**src/hw/rtl/tlt_isqrt.sv**
```systemverilog
// Pipelined floor integer square root, one result bit per stage.
// Depends on nothing; advances on en.
module tlt_isqrt #(
  parameter int RW = 16
) (
  input  logic            clk,
  input  logic            en,
  input  logic [2*RW-1:0] value,
  output logic [RW-1:0]   root
);

  localparam int VW   = 2 * RW;
  localparam int REMW = RW + 3;

  logic [VW-1:0]   v_s   [0:RW];
  logic [REMW-1:0] rem_s [0:RW];
  logic [RW-1:0]   q_s   [0:RW];

  assign v_s[0]   = value;
  assign rem_s[0] = '0;
  assign q_s[0]   = '0;

  for (genvar k = 0; k < RW; k++) begin : g_step
    logic [REMW-1:0] rem_sh;
    logic [REMW-1:0] trial;

    always_comb begin
      rem_sh = {rem_s[k][REMW-3:0], v_s[k][VW-1:VW-2]};
      trial  = {1'b0, q_s[k], 2'b01};
    end

    always_ff @(posedge clk) begin
      if (en) begin
        v_s[k+1] <= {v_s[k][VW-3:0], 2'b00};
        if (rem_sh >= trial) begin
          rem_s[k+1] <= rem_sh - trial;
          q_s[k+1]   <= {q_s[k][RW-2:0], 1'b1};
        end else begin
          rem_s[k+1] <= rem_sh;
          q_s[k+1]   <= {q_s[k][RW-2:0], 1'b0};
        end
      end
    end
  end

  assign root = q_s[RW];

endmodule

```
**config.mk**
```make
export PLATFORM = sky130hd
export DESIGN_NAME = tlt_isqrt
export DESIGN_NICKNAME = d
export VERILOG_FILES = /design/src/hw/rtl/tlt_isqrt.sv
export SDC_FILE = /design/constraint.sdc
export NUM_CORES = 1
export LEC_CHECK = 0
export ABC_CLOCK_PERIOD_IN_PS = 3100
export BUFFER_PORTS_ARGS = -buffer_cell sky130_fd_sc_hd__buf_2
export CORE_MARGIN = 8
export CORE_UTILIZATION = 55
export CTS_CLUSTER_DIAMETER = 150
export CTS_CLUSTER_SIZE = 20
export DETAILED_ROUTE_END_ITERATION = 10
export PLACE_DENSITY = 0.68
export REMOVE_ABC_BUFFERS = 1
export SYNTH_ARGS = -nofsm -noshare
export SYNTH_HDL_FRONTEND = slang
export SYNTH_SLANG_ARGS = --single-unit
export TNS_END_PERCENT = 100
```
**constraint.sdc**
```tcl
create_clock -name clk -period 3.1 [get_ports clk]
set_input_delay 0.62 -clock clk [delete_from_list [all_inputs] [get_ports clk]]
set_output_delay 0.62 -clock clk [all_outputs]
set_load 0.02 [all_outputs]
```
* Word-level counts from Yosys, hierarchy flattened
Cells that the tools add are included.
** Storage, ports and cells
- Register bits :: 617
- Output and inout bits :: 16
- Input bits :: 34
- Word-level logic and storage cells :: 109
** Operators by class
- Add/sub/neg operators :: 15
- Muxes and demuxes :: 31
- $lt $le $gt $ge :: 16
** Operators by type and width (number)
- 2-to-1 mux 17 bit :: 14
- greater-or-equal comparator 19 x 10 -> 1 bit :: 1
- greater-or-equal comparator 19 x 11 -> 1 bit :: 1
- greater-or-equal comparator 19 x 12 -> 1 bit :: 1
- greater-or-equal comparator 19 x 13 -> 1 bit :: 1
- greater-or-equal comparator 19 x 14 -> 1 bit :: 1
- greater-or-equal comparator 19 x 15 -> 1 bit :: 1
- greater-or-equal comparator 19 x 16 -> 1 bit :: 1
- greater-or-equal comparator 19 x 17 -> 1 bit :: 1
- greater-or-equal comparator 19 x 3 -> 1 bit :: 1
- greater-or-equal comparator 19 x 4 -> 1 bit :: 1
- greater-or-equal comparator 19 x 5 -> 1 bit :: 1
- greater-or-equal comparator 19 x 6 -> 1 bit :: 1
- greater-or-equal comparator 19 x 7 -> 1 bit :: 1
- greater-or-equal comparator 19 x 8 -> 1 bit :: 1
- greater-or-equal comparator 19 x 9 -> 1 bit :: 1
- subtractor 17 x 10 -> 17 bit :: 1
- subtractor 17 x 11 -> 17 bit :: 1
- subtractor 17 x 12 -> 17 bit :: 1
- subtractor 17 x 13 -> 17 bit :: 1
- subtractor 17 x 14 -> 17 bit :: 1
- subtractor 17 x 15 -> 17 bit :: 1
- subtractor 17 x 16 -> 17 bit :: 1
- subtractor 17 x 3 -> 17 bit :: 1
- 10 further kinds :: 25

* Logic depth before layout (Yosys ltp)
Gate-level depths: netlist (run 1).
- Word-level depth :: 2
- Gate-level depth with buffers :: 12
- Gate-level depth less buffers :: 9

* Worst setup path before layout (run 1)
Ideal clock, no wire load.
- Path type :: reg2reg
- From :: register rem_s (netlist bit g_step[12].rem_sh[2])
- To :: register rem_s (netlist bit g_step[13].rem_sh[18]) (data pin)
- Stages on the path, launching flop included :: 9
- Data required time :: 2840 ps
- Library setup time :: 260 ps
- Arrival time :: 2459 ps
- Buffers on the path :: 0
- Path slack :: 381 ps
- Clock period less this slack :: 2719 ps
- Cell sequence :: edfxtp_1 > ha_1 > nor2b_4 > o31a_1 > or4_1 > a311o_1 > a211oi_2 > o21ai_1 > mux2_2
** Between the ends
- Cells in the longest elaborated chain, start to end :: 2
- Elaborated cells on any way between the ends :: 3
- Those cells by class :: add/sub: 1; order compare: 1; mux: 1
** Ends and longest elaborated chain
- start, declared :: line 16 : logic [REMW-1:0] rem_s [0:RW];
- start signal, assigned by index :: line 36 : rem_s[k+1] <= rem_sh - trial;
- start signal, assigned by index :: line 39 : rem_s[k+1] <= rem_sh;
- subtractor 17 x 14 -> 17 bit or greater-or-equal comparator 19 x 14 -> 1 bit (tied branches) :: line 36, 35
- 2-to-1 mux 17 bit * :: line 35 : if (rem_sh >= trial) begin
Every way passes the cells marked *; elsewhere a longest branch is shown, timed or not.
A chain may end at the register's enable or synchronous reset.

* Worst setup path after layout (run 1)
Ends and elaborated chain as after synthesis.

==> results of run 1 <==
## sequential cells by signal, summed over array words and instances, names as in the netlist
register,flops
root,16
g_step.trial,120
g_step.rem_sh,267
v_s,210
## power by group through the flow
| stage | sequential, mW | combinational (mW) | clock, mW |
|---|---|---|---|
| global route | 10.8 | 3.61 | 5.08 |
| floorplan | 10.7 | 2.37 | 0 |
| finish | 10.7 | 3.21 | 4.63 |
| CTS | 10.8 | 3.21 | 4.82 |
| detailed placement | 10.9 | 3.19 | 0 |
| global placement | 10.9 | 3.12 | 0 |
## cells in the mapped netlist, types with 12 or more instances
library cell,number
a21o_1,28
a21oi_1,133
buf_2,15
clkbuf_1,15
edfxtp_1,613
ha_1,152
inv_1,185
mux2_2,33
nand2_1,118
nand2b_1,30
nand3_1,41
nand4_1,12
nor2_1,162
nor2b_1,23
nor3_1,53
nor4_1,30
o21a_1,35
o21ai_0,98
o31ai_1,14
or3_1,18
xnor2_1,88
xor2_1,79
## final cells by class
cell class	count	area, um2	share of cell area, %
flip-flops and latches	613	18400	60.1
multi-input cells	1316	9100	29.7
clock buffers	36	901	2.94
well taps	680	851	2.78
inverters	186	698	2.28
repair buffers	82	603	1.97
clock inverters	4	53.8	0.176
## critical path: cells and delay by family, from the launching register on
kind                       cells  cell delay [ps]
AOI/OAI and AO/OA              4             1080
and+or+nand+nor                2              630
DFF                            1              400
adders and majority gates      1              360
muxes                          1              270
## logic make-up after synthesis
logic type	count (synthesis)	share of synthesized area [%]
other	1	0.0132
AO/OA/AOI/OAI	392	8.69
buffers and inverters	217	2.97
XOR/XNOR	167	5.16
multiplexers	41	1.59
adder cells (fa/ha/maj)	152	6.71
flip-flops	613	64.9
AND/OR/NAND/NOR	563	9.93
## final timing paths
kind | end | slack, ps | from
max | g_step[13].rem_sh[18] | 110 | g_step[12].rem_sh[2]
min | v_s[497] | 220 | value[15]
max reg2reg | g_step[13].rem_sh[18] | 110 | g_step[12].rem_sh[2]
min reg2reg | v_s[220] | 410 | v_s[250]
## per-layer routing
layer / vias up / global-route usage [%]
met5: - / 0
met4: 0 / 5.11
met3: 94 / 2.67
met2: 317 / 26.6
met1: 7779 / 21.6
li1: 8065 / -
==> metrics, run 1 <==
status finished clean; fin area 30600 um2; final setup margin 112 ps; First DRT Iteration DRCs about 1200; wl on met1 22.1 mm; Worst Path Required 3440 ps; # resized after CTS 0; global route overflow 0; CTS Root Cell clkbuf_16; # port buffers between 40 and 50; first-pass GRT wire length 79.1 mm; Int Power 13.8 mW; CP peak stage delay approximately 480 ps; share of flip-flops with an asynchronous set or reset 0%; First-pass DRT Iterations 5; commonest non-fill, non-tap cell in the layout edfxtp_1; Final GP Congestion 0.871; CTS tree built; post-synthesis sequential area ratio 64.9%; unrepaired setup endpoints after global routing no; Worst-Margin Slew 717 ps; DP Cell Count 2877; startpoint types register; htree depth 2; Comb pwr share 17.3%; proportion of layout cells with a drive suffix above 1 between 8 and 9%; hold-critical path depth 1; die width 243 um; TritonCTS Buffers 36; sequential share of power approximately 58%; io pins 50; synthesized area 28300 um2; Tot Pwr 18.6 mW; Final Util 59.9%; Max FO, Critical Path 4; distinct cell type count after synthesis ~80; Synth top area share 64.9%; ANT nets after route 0; Starting Density 55.5%; Leak 11.8 nW; drt wl/cell between 15 and 20 um; Worst Path Class, Setup reg2reg; die area 59100 um2; final hold violations 0; Worst setup EP type register; clock share of power 24.9%; area leader, netlist edfxtp_1; Placement Rows 83; Sink Count 613; Via Count 16255; die height 243 um; clock-pin slew on the worst setup and hold paths 80 ps; Worst path slowest cell or4_1; hold_ws 218 ps; Switch Pwr between 4 and 5 mW; pwr dens 607 nW/um2; max layer used met4; Area Overhead vs Synth 8.01%; Mean Syn Cell Area 13.2 um2; Cells after Synth 2146; number of synthesized flops with an enable pin 613; gr usage total 16.1%; placed cell area 29700 um2; buffer depth of the longest clock path 3; fin cells just under 3000; DR DRC count 0; minimum clock period 2990 ps; Setup violations, final 0; fin nets 2421; fillers 4020; initial antenna violation count 0; most frequent cells in the layout edfxtp_1 (613), inv_1 (185), nor2_1 (162); achievable frequency 335 MHz; yosys warns 0; CP cell instances ha_1, nor2b_4, o31a_1, or4_1, a311o_1, a211oi_2, o21ai_1, mux2_2; Max VDD drop between 0.5 and 0.6 mV; Max Cap Viol 0; Max Slew Vio Count 0; post-DP HPWL 35.3 mm; hold bufs inserted after CTS 0; skew final 20.9 ps; Sw Share 25.9%; synthesized flop and latch total 613; met3 routed WL 2.05 mm; Clk Latency, worst-skew pair 590 ps; WL final 48.2 mm; fin crit share 96.4%; Slew headroom 52.1%; top cells by area, synth edfxtp_1 (65%), ha_1 (6.7%), xnor2_1 (2.7%); number of global-route vias before repair 15911; vias per inst 5.57; largest net degree at the start of global routing 70; prevailing post-synth register cell edfxtp_1; postcts setup bufs 0; setup TNS 0 ps; met2 wire length 22.8 mm; Hold Path Class in2reg; dpl ws between 100 and 150 ps; area of the core 51100 um2; antenna cells 0; crit path DAT ~3300 ps; Reg2Reg Depth 8
Power figures use the tool's default switching activity.
==> run 2, diff against run 1 <==
--- a/config.mk
+++ b/config.mk
@@ -14,6 +14,7 @@
 export DETAILED_ROUTE_END_ITERATION = 10
 export PLACE_DENSITY = 0.68
 export REMOVE_ABC_BUFFERS = 1
+export SETUP_SLACK_MARGIN = 0.4
 export SYNTH_ARGS = -nofsm -noshare
 export SYNTH_HDL_FRONTEND = slang
 export SYNTH_SLANG_ARGS = --single-unit
==> metrics, run 2 (synthesis results as in run 1) <==
area of the multi-input gates 9400 um2 (was 9100 um2); TritonCTS Buffers 36 (unchanged); fillers 3987 (was 4020); die width 243 um (unchanged); WL final 49.1 mm (was 48.2 mm); Crit path depth 8 (unchanged); Int Power 13.9 mW (was 13.8 mW); fin nets 2444 (was 2421); Reg area 18400 um2 (unchanged); post-DP HPWL 35.3 mm (unchanged); minimum clock period 2860 ps (was 2990 ps); htree depth 2 (unchanged); First-pass DRT Iterations 5 (unchanged); Max Slew Vio Count 0 (unchanged); area of the core 51100 um2 (unchanged); startpoint types register (unchanged); sequential share of power 57.3% (was 57.8%); # port buffers 49 (unchanged); wl on met1 22.6 mm (was 22.1 mm); Sink Count 613 (unchanged); Placement Rows 83 (unchanged); Crit path max-delay family compound AO/OA/AOI/OAI gates (unchanged); buffer depth of the longest clock path 3 (unchanged); most frequent cells in the layout edfxtp_1 (613), inv_1 (184), nor2_1 (161) (was edfxtp_1 (613), inv_1 (185), nor2_1 (162)); clock share of power 24.8% (was 24.9%); Area Overhead vs Synth 9.76% (was 8.01%); pwr dens 603 nW/um2 (was 607 nW/um2); global route overflow 0 (unchanged); met2 wire length 23.4 mm (was 22.8 mm); initial antenna violation count 0 (unchanged); setup TNS 0 ps (unchanged); crit path DAT 3200 ps (was 3330 ps); max layer used met4 (unchanged); Worst-Margin Slew 695 ps (was 717 ps); gr usage total 16.1% (about the same); CTS tree built (unchanged); clock-pin slew on the worst setup and hold paths 80 ps (about the same); io pins 50 (unchanged); die height 243 um (unchanged); Comb pwr share 17.9% (was 17.3%); number of global-route vias before repair 16005 (was 15911); commonest non-fill, non-tap cell in the layout edfxtp_1 (unchanged); CTS Root Cell clkbuf_16 (unchanged); Hold Path Class in2reg (unchanged); Buf+Inv Stages, Crit Path 0 (unchanged); Max FO, Critical Path 4 (unchanged); Max Cap Viol 0 (unchanged); DR DRC count 0 (unchanged); skew final 18.6 ps (was 20.9 ps); Slew headroom 53.3% (was 52.1%); Reg2Reg Depth 8 (unchanged); CP peak stage delay 460 ps (was 480 ps); status finished clean (unchanged); ANT nets after route 0 (unchanged); Sw Share 26.1% (was 25.9%); vias per inst 5.57 (about the same); Worst Path Required 3440 ps (about the same); Final GP Congestion 0.871 (unchanged); Max VDD drop 0.545 mV (about the same); Worst setup EP type register (unchanged); first-pass GRT wire length 79.7 mm (was 79.1 mm); unrepaired setup endpoints after global routing yes (was no); First DRT Iteration DRCs 1195 (was 1186); hold-critical path depth 1 (unchanged); Starting Density 55.5% (unchanged); max reg flops 267 (unchanged); Final Util 60.9% (was 59.9%); achievable frequency 350 MHz (was 335 MHz); drt wl/cell 16.7 um (was 16.5 um); Leak 11.9 nW (was 11.8 nW); CP cell instances ha_4, nor2b_4, o31a_1, or4_4, a311o_1, a211oi_2, o21ai_1, mux2_2 (was ha_1, nor2b_4, o31a_1, or4_1, a311o_1, a211oi_2, o21ai_1, mux2_2); largest net degree at the start of global routing 70 (unchanged); proportion of layout cells with a drive suffix above 1 11.0% (was 8.18%); Via Count 16386 (was 16255); final hold violations 0 (unchanged); Setup violations, final 0 (unchanged); met3 routed WL 1.93 mm (was 2.05 mm); antenna cells 0 (unchanged); die area 59100 um2 (unchanged); Worst path slowest cell edfxtp_1 (was or4_1); Switch Pwr 4.89 mW (was 4.81 mW); Clk Latency, worst-skew pair 590 ps (about the same); fin crit share 92.2% (was 96.4%); Worst Path Class, Setup reg2reg (unchanged)
-- run 2: worst reg2reg max path: stages (launching register included) --
cell and delay [ps]:
edfxtp_1 460, ha_4 250, nor2b_4 120, o31a_1 270, or4_4 450, a311o_1 450
a211oi_2 260, o21ai_1 80, mux2_2 270
-- run 2: cell type report --
class                      instances  area share, %
sequential                       613           59.2
timing repair buffer             104           2.58
inverter                         186           2.24
multi-input combinational       1317           30.2
tap                              680           2.73
clock inverter                     4          0.173
clock buffer                      36           2.90
-- run 2: metrics by stage --
stage	area (um2)	total power, mW	setup WS (ps)	instances	hold WS, ps
5_1_grt	31100	19.7	148	2940	180
3_3_place_gp	29700	14.0	198	2877	401
6_report	31100	18.7	242	2940	218
3_5_place_dp	29700	14.1	126	2877	405
2_1_floorplan	28200	13.1	117	2115	400
4_1_cts	30800	18.8	255	2920	180
-- run 2: metal layers --
layer	track usage, %	vias up
li1	-	8107
met1	21.7	7876
met2	26.9	315
met3	2.58	88
met4	4.85	0
met5	0	-
-- run 2: worst paths after layout --
path | startpoint | end | slack, ps
hold / removal | value[15] | v_s[497] | 220
hold reg to reg | v_s[154] | v_s[124] | 410
setup / recovery | g_step[12].rem_sh[2] | g_step[13].rem_sh[18] | 240
setup reg to reg | g_step[12].rem_sh[2] | g_step[13].rem_sh[18] | 240
-- run 2: power by group through the flow --
| stage | registers [mW] | clock network, mW | logic (mW) |
|---|---|---|---|
| 6_report | 10.7 | 4.64 | 3.36 |
| 5_1_grt | 10.8 | 5.08 | 3.76 |
| 4_1_cts | 10.8 | 4.82 | 3.25 |
| 3_5_place_dp | 10.9 | 0 | 3.19 |
| 3_3_place_gp | 10.9 | 0 | 3.12 |
| 2_1_floorplan | 10.7 | 0 | 2.37 |
-- run 2: what timing repair did --
action | CTS | global route
buffers inserted | 3 | 17
cloned | 0 | 3
hold buffers | 0 | 0
pin swaps | 4 | 15
setup endpoints to repair | 73 | 101
endpoints found under the hold margin | 0 | 0
resized for setup | 26 | 45
