File: config.mk
export PLATFORM = sky130hd
export DESIGN_NAME = tlt_cordic
export DESIGN_NICKNAME = d
export VERILOG_FILES = /design/src/hw/rtl/tlt_pkg.sv /design/src/hw/rtl/tlt_cordic.sv
export SDC_FILE = /design/constraint.sdc
export NUM_CORES = 2
export LEC_CHECK = 0
export BUFFER_PORTS_ARGS = -buffer_cell sky130_fd_sc_hd__buf_4
export CORE_UTILIZATION = 35
export DETAILED_ROUTE_END_ITERATION = 6
export GPL_TIMING_DRIVEN = 0
export PLACE_DENSITY = 0.59
export SLEW_MARGIN = 20
export SYNTH_ARGS = -nofsm -noshare
export SYNTH_HDL_FRONTEND = slang
export SYNTH_SLANG_ARGS = --single-unit
export TNS_END_PERCENT = 30
File: constraint.sdc
create_clock -name clk -period 7.75 [get_ports clk]
set_clock_uncertainty 0.15 [all_clocks]
set_input_delay 0.775 -clock clk [delete_from_list [all_inputs] [get_ports clk]]
set_output_delay 0.775 -clock clk [all_outputs]
set_load 0.02 [all_outputs]
File: src/hw/rtl/tlt_pkg.sv
// Shared constants for the tilt and heading block: default parameter values,
// CORDIC angle table in Q24 degrees and fixed internal widths.
// No dependencies.
package tlt_pkg;

  localparam int DEF_SAMPLE_WIDTH    = 16;
  localparam int DEF_ANGLE_FRAC_BITS = 6;
  localparam int DEF_CORDIC_STAGES   = 16;

  // Angle table fraction bits and length, input scale shift, angle accumulator width
  localparam int TABLE_FRAC = 24;
  localparam int TABLE_LEN  = 24;
  localparam int IN_SHIFT   = 16;
  localparam int ZW         = 35;

  // atan(2^-i) in degrees, Q24
  localparam logic signed [ZW-1:0] ATAN_Q24 [TABLE_LEN] = '{
    35'sd754974720, 35'sd445687602, 35'sd235489088, 35'sd119537938,
    35'sd60000934,  35'sd30029717,  35'sd15018523,  35'sd7509720,
    35'sd3754917,   35'sd1877466,   35'sd938734,    35'sd469367,
    35'sd234684,    35'sd117342,    35'sd58671,     35'sd29335,
    35'sd14668,     35'sd7334,      35'sd3667,      35'sd1833,
    35'sd917,       35'sd458,       35'sd229,       35'sd115
  };

endpackage

File: src/hw/rtl/tlt_cordic.sv
// Pipelined vectoring CORDIC atan2(a, b) in 2^-FRAC degree units.
// Depends on tlt_pkg for the angle table.
module tlt_cordic
  import tlt_pkg::*;
#(
  parameter int IW     = 17,
  parameter int FRAC   = 6,
  parameter int STAGES = 16
) (
  input  logic                     clk,
  input  logic                     en,
  input  logic signed [IW-1:0]     a,
  input  logic signed [IW-1:0]     b,
  output logic signed [FRAC+9:0]   angle
);

  localparam int AW = FRAC + 10;
  localparam int CW = IW + IN_SHIFT + 3;
  localparam int RSH = TABLE_FRAC - FRAC;
  localparam logic signed [ZW-1:0] Z180 = ZW'(180) <<< TABLE_FRAC;
  localparam logic signed [ZW-1:0] RND  = ZW'(1) <<< (RSH - 1);
  localparam logic signed [AW-1:0] A180 = AW'(180) <<< FRAC;
  localparam logic signed [AW-1:0] A90  = AW'(90) <<< FRAC;

  logic signed [CW-1:0] x_s  [0:STAGES];
  logic signed [CW-1:0] y_s  [0:STAGES];
  logic signed [ZW-1:0] z_s  [0:STAGES];
  logic                 sp_s [0:STAGES];
  logic signed [AW-1:0] sv_s [0:STAGES];

  logic signed [CW-1:0] a_sc, b_sc;
  logic signed [ZW-1:0] rsum, rsh;

  always_comb begin
    a_sc = CW'(a) <<< IN_SHIFT;
    b_sc = CW'(b) <<< IN_SHIFT;
  end

  // Exact cases bypass the iterations; a negative b is turned by 180 first
  always_ff @(posedge clk) begin
    if (en) begin
      sp_s[0] <= (a == 0) || (b == 0);
      if (a == 0) begin
        sv_s[0] <= (b < 0) ? A180 : '0;
      end else begin
        sv_s[0] <= (a > 0) ? A90 : -A90;
      end
      if (b < 0) begin
        x_s[0] <= -b_sc;
        y_s[0] <= -a_sc;
        z_s[0] <= (a >= 0) ? Z180 : -Z180;
      end else begin
        x_s[0] <= b_sc;
        y_s[0] <= a_sc;
        z_s[0] <= '0;
      end
    end
  end

  for (genvar i = 0; i < STAGES; i++) begin : g_iter
    always_ff @(posedge clk) begin
      if (en) begin
        sp_s[i+1] <= sp_s[i];
        sv_s[i+1] <= sv_s[i];
        if (y_s[i] >= 0) begin
          x_s[i+1] <= x_s[i] + (y_s[i] >>> i);
          y_s[i+1] <= y_s[i] - (x_s[i] >>> i);
          z_s[i+1] <= z_s[i] + ATAN_Q24[i];
        end else begin
          x_s[i+1] <= x_s[i] - (y_s[i] >>> i);
          y_s[i+1] <= y_s[i] + (x_s[i] >>> i);
          z_s[i+1] <= z_s[i] - ATAN_Q24[i];
        end
      end
    end
  end

  // Round half up to the output unit
  always_comb begin
    rsum = z_s[STAGES] + RND;
    rsh  = rsum >>> RSH;
  end

  always_ff @(posedge clk) begin
    if (en) begin
      angle <= sp_s[STAGES] ? sv_s[STAGES] : rsh[AW-1:0];
    end
  end

endmodule

# Word level (Yosys, flattened, before mapping)
# Memories as Yosys holds them, arrays and structs flattened.
# Index checks and enable logic that the tools add are counted.
# classes
n_bitwise,52
n_reduce_logical,3
addsub,98
muxes,166
order_cmp,19
# op_table
cell,n
$mux 36,34
$mux 35,18
$ge 36x1->1 const B,16
$mux 1,110
$add 36x21->36,2
$add 36x22->36,2
$add 36x23->36,2
$add 36x24->36,2
$add 36x25->36,2
$add 36x26->36,2
$add 36x27->36,2
$add 36x28->36,2
$add 36x29->36,2
$add 36x30->36,2
$add 36x31->36,2
$add 36x32->36,2
$add 36x33->36,2
$add 36x34->36,2
$add 36x35->36,2
$neg 33->36,2
$sub 36x21->36,2
$sub 36x22->36,2
$sub 36x23->36,2
$sub 36x24->36,2
other kinds (54),120
# word_totals
ram_bits,2108
n_memories,5
inputBits,36
regBits,16
out_inout_bits,16
elab_cells,344
# memory_table
memory,depth,width,read_ports,rd_clocked_by_memory_dff,write_ports,line,text
x_s,17,36,16,0,17,tlt_cordic.sv:25,logic signed [CW-1:0] x_s [0:STAGES];
y_s,17,36,16,0,17,tlt_cordic.sv:26,logic signed [CW-1:0] y_s [0:STAGES];
z_s,17,35,17,0,17,tlt_cordic.sv:27,logic signed [ZW-1:0] z_s [0:STAGES];
sv_s,17,16,17,0,17,tlt_cordic.sv:29,logic signed [AW-1:0] sv_s [0:STAGES];
sp_s,17,1,17,0,17,tlt_cordic.sv:28,logic sp_s [0:STAGES];

# Longest topological paths before layout
# An unclocked memory read counts as a cell.
# depth
ltp_word,6
mapped_depth,22
ltp_nobuf,21

# Worst setup path after synthesis
# Ideal clock, no wire load.
# synth_path
path_kind,input to register
start,input en
end,memory y_s[7][35] (netlist bit) (data pin)
path_buffers,4
slack_ps,1779
required_time_ps,7338
arrival_time_ps,5559
path_stages,20
setup_time_ps,262
path_cell_list,buf_2 clkbuf_1 nand2_1 inv_1 clkbuf_1 buf_1 nor2_1 xor2_1 fa_1 a211o_1 a21oi_1 nor4b_1 nor4b_1 o31ai_1 o311ai_2 a31oi_1 and4_1 a2111oi_4 a21oi_1 xor2_1
# synth_rtl
element,line,text
"start, declared",tlt_cordic.sv:11,"input logic en,"
"end, declared",tlt_cordic.sv:26,

==> run summary <==
RUN STATUS
------------------------------------------------------------------------------------------------------
Run status ..............................................................................    completed

LOGIC SYNTHESIS
------------------------------------------------------------------------------------------------------
Syn Nets ................................................................................       13,995
Syn. warnings ...........................................................................            0
Number of standard cells after synthesis ................................................       12,560
Number of enable-type register cells in the synthesized netlist .........................        1,488
Synthesized area per cell ...............................................................     9.69 um2
Async SR Flop Fraction ..................................................................            0
Register bit count reported by yosys ....................................................        1,488
Flip-flop cell with the highest count after synthesis ................................... sky130_fd_sc_hd__edfxtp_1
Distinct cell type count after synthesis ................................................           92
Sequential fraction of the synthesis area ...............................................        0.367
Synthesized cell area ...................................................................  122,000 um2

CLOCK NETWORK
------------------------------------------------------------------------------------------------------
H-tree Lvls .............................................................................            4
CTS max path bufs .......................................................................            4
Clock transition at the register clock pins on the worst setup and hold paths after CTS .      0.07 ns
TritonCTS clock tree ....................................................................         done
TritonCTS sink count ....................................................................        1,488
Clock insertion delay at the later pin of the skew report ...............................      0.89 ns
Buffer type at the clock tree root ...................................................... sky130_fd_sc_hd__clkbuf_16
TritonCTS Buffers .......................................................................          179

PLACE
------------------------------------------------------------------------------------------------------
I/O Buffers .............................................................................           51
Placed cell count .......................................................................       17,228
Routability-driven placement congestion ratio ...........................................        0.946
Total half-perimeter wirelength after legalization and detailed placement ...............   254,000 um

ROUTING
------------------------------------------------------------------------------------------------------
Count of vias placed by the detailed router .............................................       93,112
DR pass1 iterations .....................................................................            5
Post-detailed-route wirelength per cell .................................................      17.9 um
Post-Route WL ...........................................................................   314,000 um
Detailed Route Iter0 Violations .........................................................        5,588
Antenna Violating Nets Remaining ........................................................            0
Via-to-Cell Ratio .......................................................................         5.31
Number of design rule violations left after detail routing ..............................            0

GRT
------------------------------------------------------------------------------------------------------
Global-route track usage on met1 ........................................................        0.211
Busiest grt layer .......................................................................         met2
Pin count of the biggest net entering global routing ....................................          105
Number of global-route vias before repair ...............................................       88,993
First-pass GRT wire length ..............................................................   491,000 um
Met2 usage in global routing ............................................................        0.309
Number of antenna violations at the first check in global routing .......................            2
Sum of overflow across all layers after global routing ..................................            0
Global routing met3 resource utilization ................................................       0.0176
Global-route total usage across every layer .............................................        0.174

FINAL LAYOUT
------------------------------------------------------------------------------------------------------
Layout overhead on the synthesized area .................................................        10.5%
Net count reported at finish ............................................................       14,267
Commonest cells after routing, fill and taps aside ...................................... sky130_fd_sc_hd__edfxtp_1 (1,488), sky130_fd_sc_hd__ha_1 (1,362), sky130_fd_sc_hd__a21oi_1 (1,181), sky130_fd_sc_hd__xnor2_1 (1,146), sky130_fd_sc_hd__nor2_1 (937)
Total of fill cells in the finished design ..............................................       34,408
Fraction of final layout cells with drive strength greater than 1 .......................       0.0395
Most common cell after layout, fill and taps aside ...................................... sky130_fd_sc_hd__edfxtp_1
Post-Layout Cell Count ..................................................................       17,543
Core occupancy in the finished layout ...................................................        0.389
Area of the multi-input gates ...........................................................   74,200 um2
FF+latch area ...........................................................................   44,700 um2

CRITICAL PATH
------------------------------------------------------------------------------------------------------
Launch point of the worst path ..........................................................           en
Endpoint kind of the worst setup timing path ............................................         flop
Maximum fanout along the worst path .....................................................          104
Data arrival at the endpoint of the critical path .......................................      7.63 ns
Worst setup path class .................................................................. input pin to flop
Critical path required time .............................................................      8.17 ns
Origin of the critical flop-to-flop path ................................................ y_s[12][35]$_DFFE_PP_
Critical path startpoint category .......................................................    input pin

TIMING
------------------------------------------------------------------------------------------------------
Final-layout worst hold slack ...........................................................    0.0733 ns
Worst-case headroom to the max-slew limit ...............................................        0.308
Maximum clock frequency .................................................................      139 MHz
Count of final hold-check violations ....................................................            0
Time the worst path needs with I/O delays and setup .....................................      7.21 ns
Slew at the pin with the worst max-slew slack ...........................................      1.02 ns
Setup repair after global routing missed its margin .....................................           no
Setup violations, final .................................................................            0
Number of slew-limit violations in the final report .....................................            0
Fraction of the cycle the final worst path needs ........................................        0.931

DIE
------------------------------------------------------------------------------------------------------
Die area ................................................................................  350,000 um2
Width of the die ........................................................................       592 um
CORE AREA ...............................................................................  346,000 um2
Number of standard-cell rows in the floorplan ...........................................          216
Height of the chip ......................................................................       592 um
Starting density of the core ............................................................        0.352
Boundary Pins ...........................................................................           52

FLOW RUN
------------------------------------------------------------------------------------------------------
MaxCap Viol Count .......................................................................            0

WORST HOLD PATH
------------------------------------------------------------------------------------------------------
Class of the tightest hold or removal check ............................................. input pin to flop
Origin of the worst min-delay path ......................................................         a[9]

-- Yosys cell counts, types with 24 or more instances --
library cell               number  area, um2
sky130_fd_sc_hd__edfxtp_1    1488      44700
sky130_fd_sc_hd__ha_1        1362      17000
sky130_fd_sc_hd__a21oi_1     1181       5910
sky130_fd_sc_hd__xnor2_1     1146      10000
sky130_fd_sc_hd__nor2_1       937       3520
sky130_fd_sc_hd__nand2_1      787       2950
sky130_fd_sc_hd__o21ai_0      754       3770
sky130_fd_sc_hd__xor2_1       650       5690
sky130_fd_sc_hd__a21o_1       645       4840
sky130_fd_sc_hd__inv_1        489       1840
sky130_fd_sc_hd__nor3_1       287       1440
sky130_fd_sc_hd__nand3_1      235       1180
sky130_fd_sc_hd__clkbuf_1     214        803
sky130_fd_sc_hd__nand2b_1     205       1280
sky130_fd_sc_hd__o21a_1       184       1380
sky130_fd_sc_hd__o31ai_1      167       1250
sky130_fd_sc_hd__nor2b_1      166       1040
sky130_fd_sc_hd__o21bai_1     130        976
sky130_fd_sc_hd__a211oi_1     115        863
sky130_fd_sc_hd__a31oi_1      115        719
sky130_fd_sc_hd__and3_1       112        701
sky130_fd_sc_hd__or3_1        106        663
sky130_fd_sc_hd__nand4_1       93        582
sky130_fd_sc_hd__nor4_1        80        500
sky130_fd_sc_hd__o41ai_1       77        674
sky130_fd_sc_hd__or4_1         49        368
sky130_fd_sc_hd__or2_2         46        288
sky130_fd_sc_hd__and2_1        45        282
sky130_fd_sc_hd__a211o_1       39        342
sky130_fd_sc_hd__o211ai_1      39        293
sky130_fd_sc_hd__mux2i_1       38        380
sky130_fd_sc_hd__fa_1          37        741
sky130_fd_sc_hd__a21boi_0      36        270
sky130_fd_sc_hd__a221oi_1      31        272
sky130_fd_sc_hd__a41oi_1       31        272
sky130_fd_sc_hd__o31a_1        31        272
sky130_fd_sc_hd__a31o_2        24        210
sky130_fd_sc_hd__nor3b_1       24        180
-- critical path: stages --
cell and delay (ns):
sky130_fd_sc_hd__buf_8 0.25, sky130_fd_sc_hd__buf_16 0.45, sky130_fd_sc_hd__clkbuf_2 0.39, sky130_fd_sc_hd__buf_16 0.20, sky130_fd_sc_hd__clkbuf_2 0.29, sky130_fd_sc_hd__buf_16 0.20
sky130_fd_sc_hd__nand2_1 0.33, sky130_fd_sc_hd__clkbuf_2 0.55, sky130_fd_sc_hd__nand2_1 0.19, sky130_fd_sc_hd__o21ai_0 0.16, sky130_fd_sc_hd__fa_1 0.50, sky130_fd_sc_hd__a211oi_1 0.33
sky130_fd_sc_hd__o21ai_0 0.26, sky130_fd_sc_hd__a2111o_1 0.50, sky130_fd_sc_hd__nand3_1 0.12, sky130_fd_sc_hd__a21oi_1 0.14, sky130_fd_sc_hd__a221oi_1 0.51, sky130_fd_sc_hd__o21ai_0 0.42
sky130_fd_sc_hd__a41oi_1 0.41, sky130_fd_sc_hd__o221ai_1 0.16, sky130_fd_sc_hd__a21oi_1 0.20, sky130_fd_sc_hd__xnor2_1 0.08
-- flip-flops by register name, summed over array words and instances (netlist names) --
register  flops
sp_s         17
z_s         463
angle        16
x_s         445
y_s         462
sv_s         85
-- area by class of cell --
class,count,area share
Antenna cell,5,0.0000930
Buffer,240,0.00748
Clock buffer,214,0.0346
Clock inverter,95,0.00691
Inverter,498,0.0139
Multi-Input combinational cell,10333,0.552
Sequential cell,1488,0.332
Tap cell,4578,0.0426
Timing Repair Buffer,92,0.0101
-- stage by stage --
step	setup WS (ns)	TNS, ns	cell area, um2
after global routing	0.164	0	134000
after floorplan	1.78	0	122000
after global placement	-4.89	-4009.89	128000
after CTS	0.506	0	134000
after detailed placement	-1.14	-31.85	129000
final	0.537	0	134000
-- metal layers --
layer	wire length, um	part of all wire	vias to the layer above
li1	-	-	47361
met1	135000	0.43	43291
met2	153000	0.49	1838
met3	10400	0.033	622
met4	15300	0.049	0
met5	0	0	-
-- kinds of logic (layout without fill, tap and decap cells) --
group                      count (synthesis)  after routing  share of synthesized area
muxes                                     59             59                    0.00507
AOI/OAI and AO/OA                       3834           3834                      0.201
buffers and inverters                    739           1139                     0.0229
DFF                                     1488           1488                      0.367
adders and majority gates               1399           1399                      0.146
other                                      0              5                          0
xor gates and xnor gates                1796           1796                      0.129
and+or+nand+nor                         3245           3245                      0.128
-- repair_timing --
item,4_1_cts,5_1_grt
hold buffers,2,0
endpoints found under the setup margin,5,0
buffers inserted,0,0
endpoints found under the hold margin,2,0
resized for setup,0,0
-- worst paths after layout --
kind,endpoint,slack [ns],cells after the start
setup / recovery,y_s[11][34]$_DFFE_PP_,0.54,22
hold / removal,y_s[0][25]$_DFFE_PP_,0.07,2
setup reg to reg,x_s[13][33]$_DFFE_PP_,1.16,18
hold reg to reg,sv_s[1][106]$_DFFE_PP_,0.26,0
Power is not shown: default switching activity piles up to over one toggle a cycle in this logic, so the estimate is an artifact.
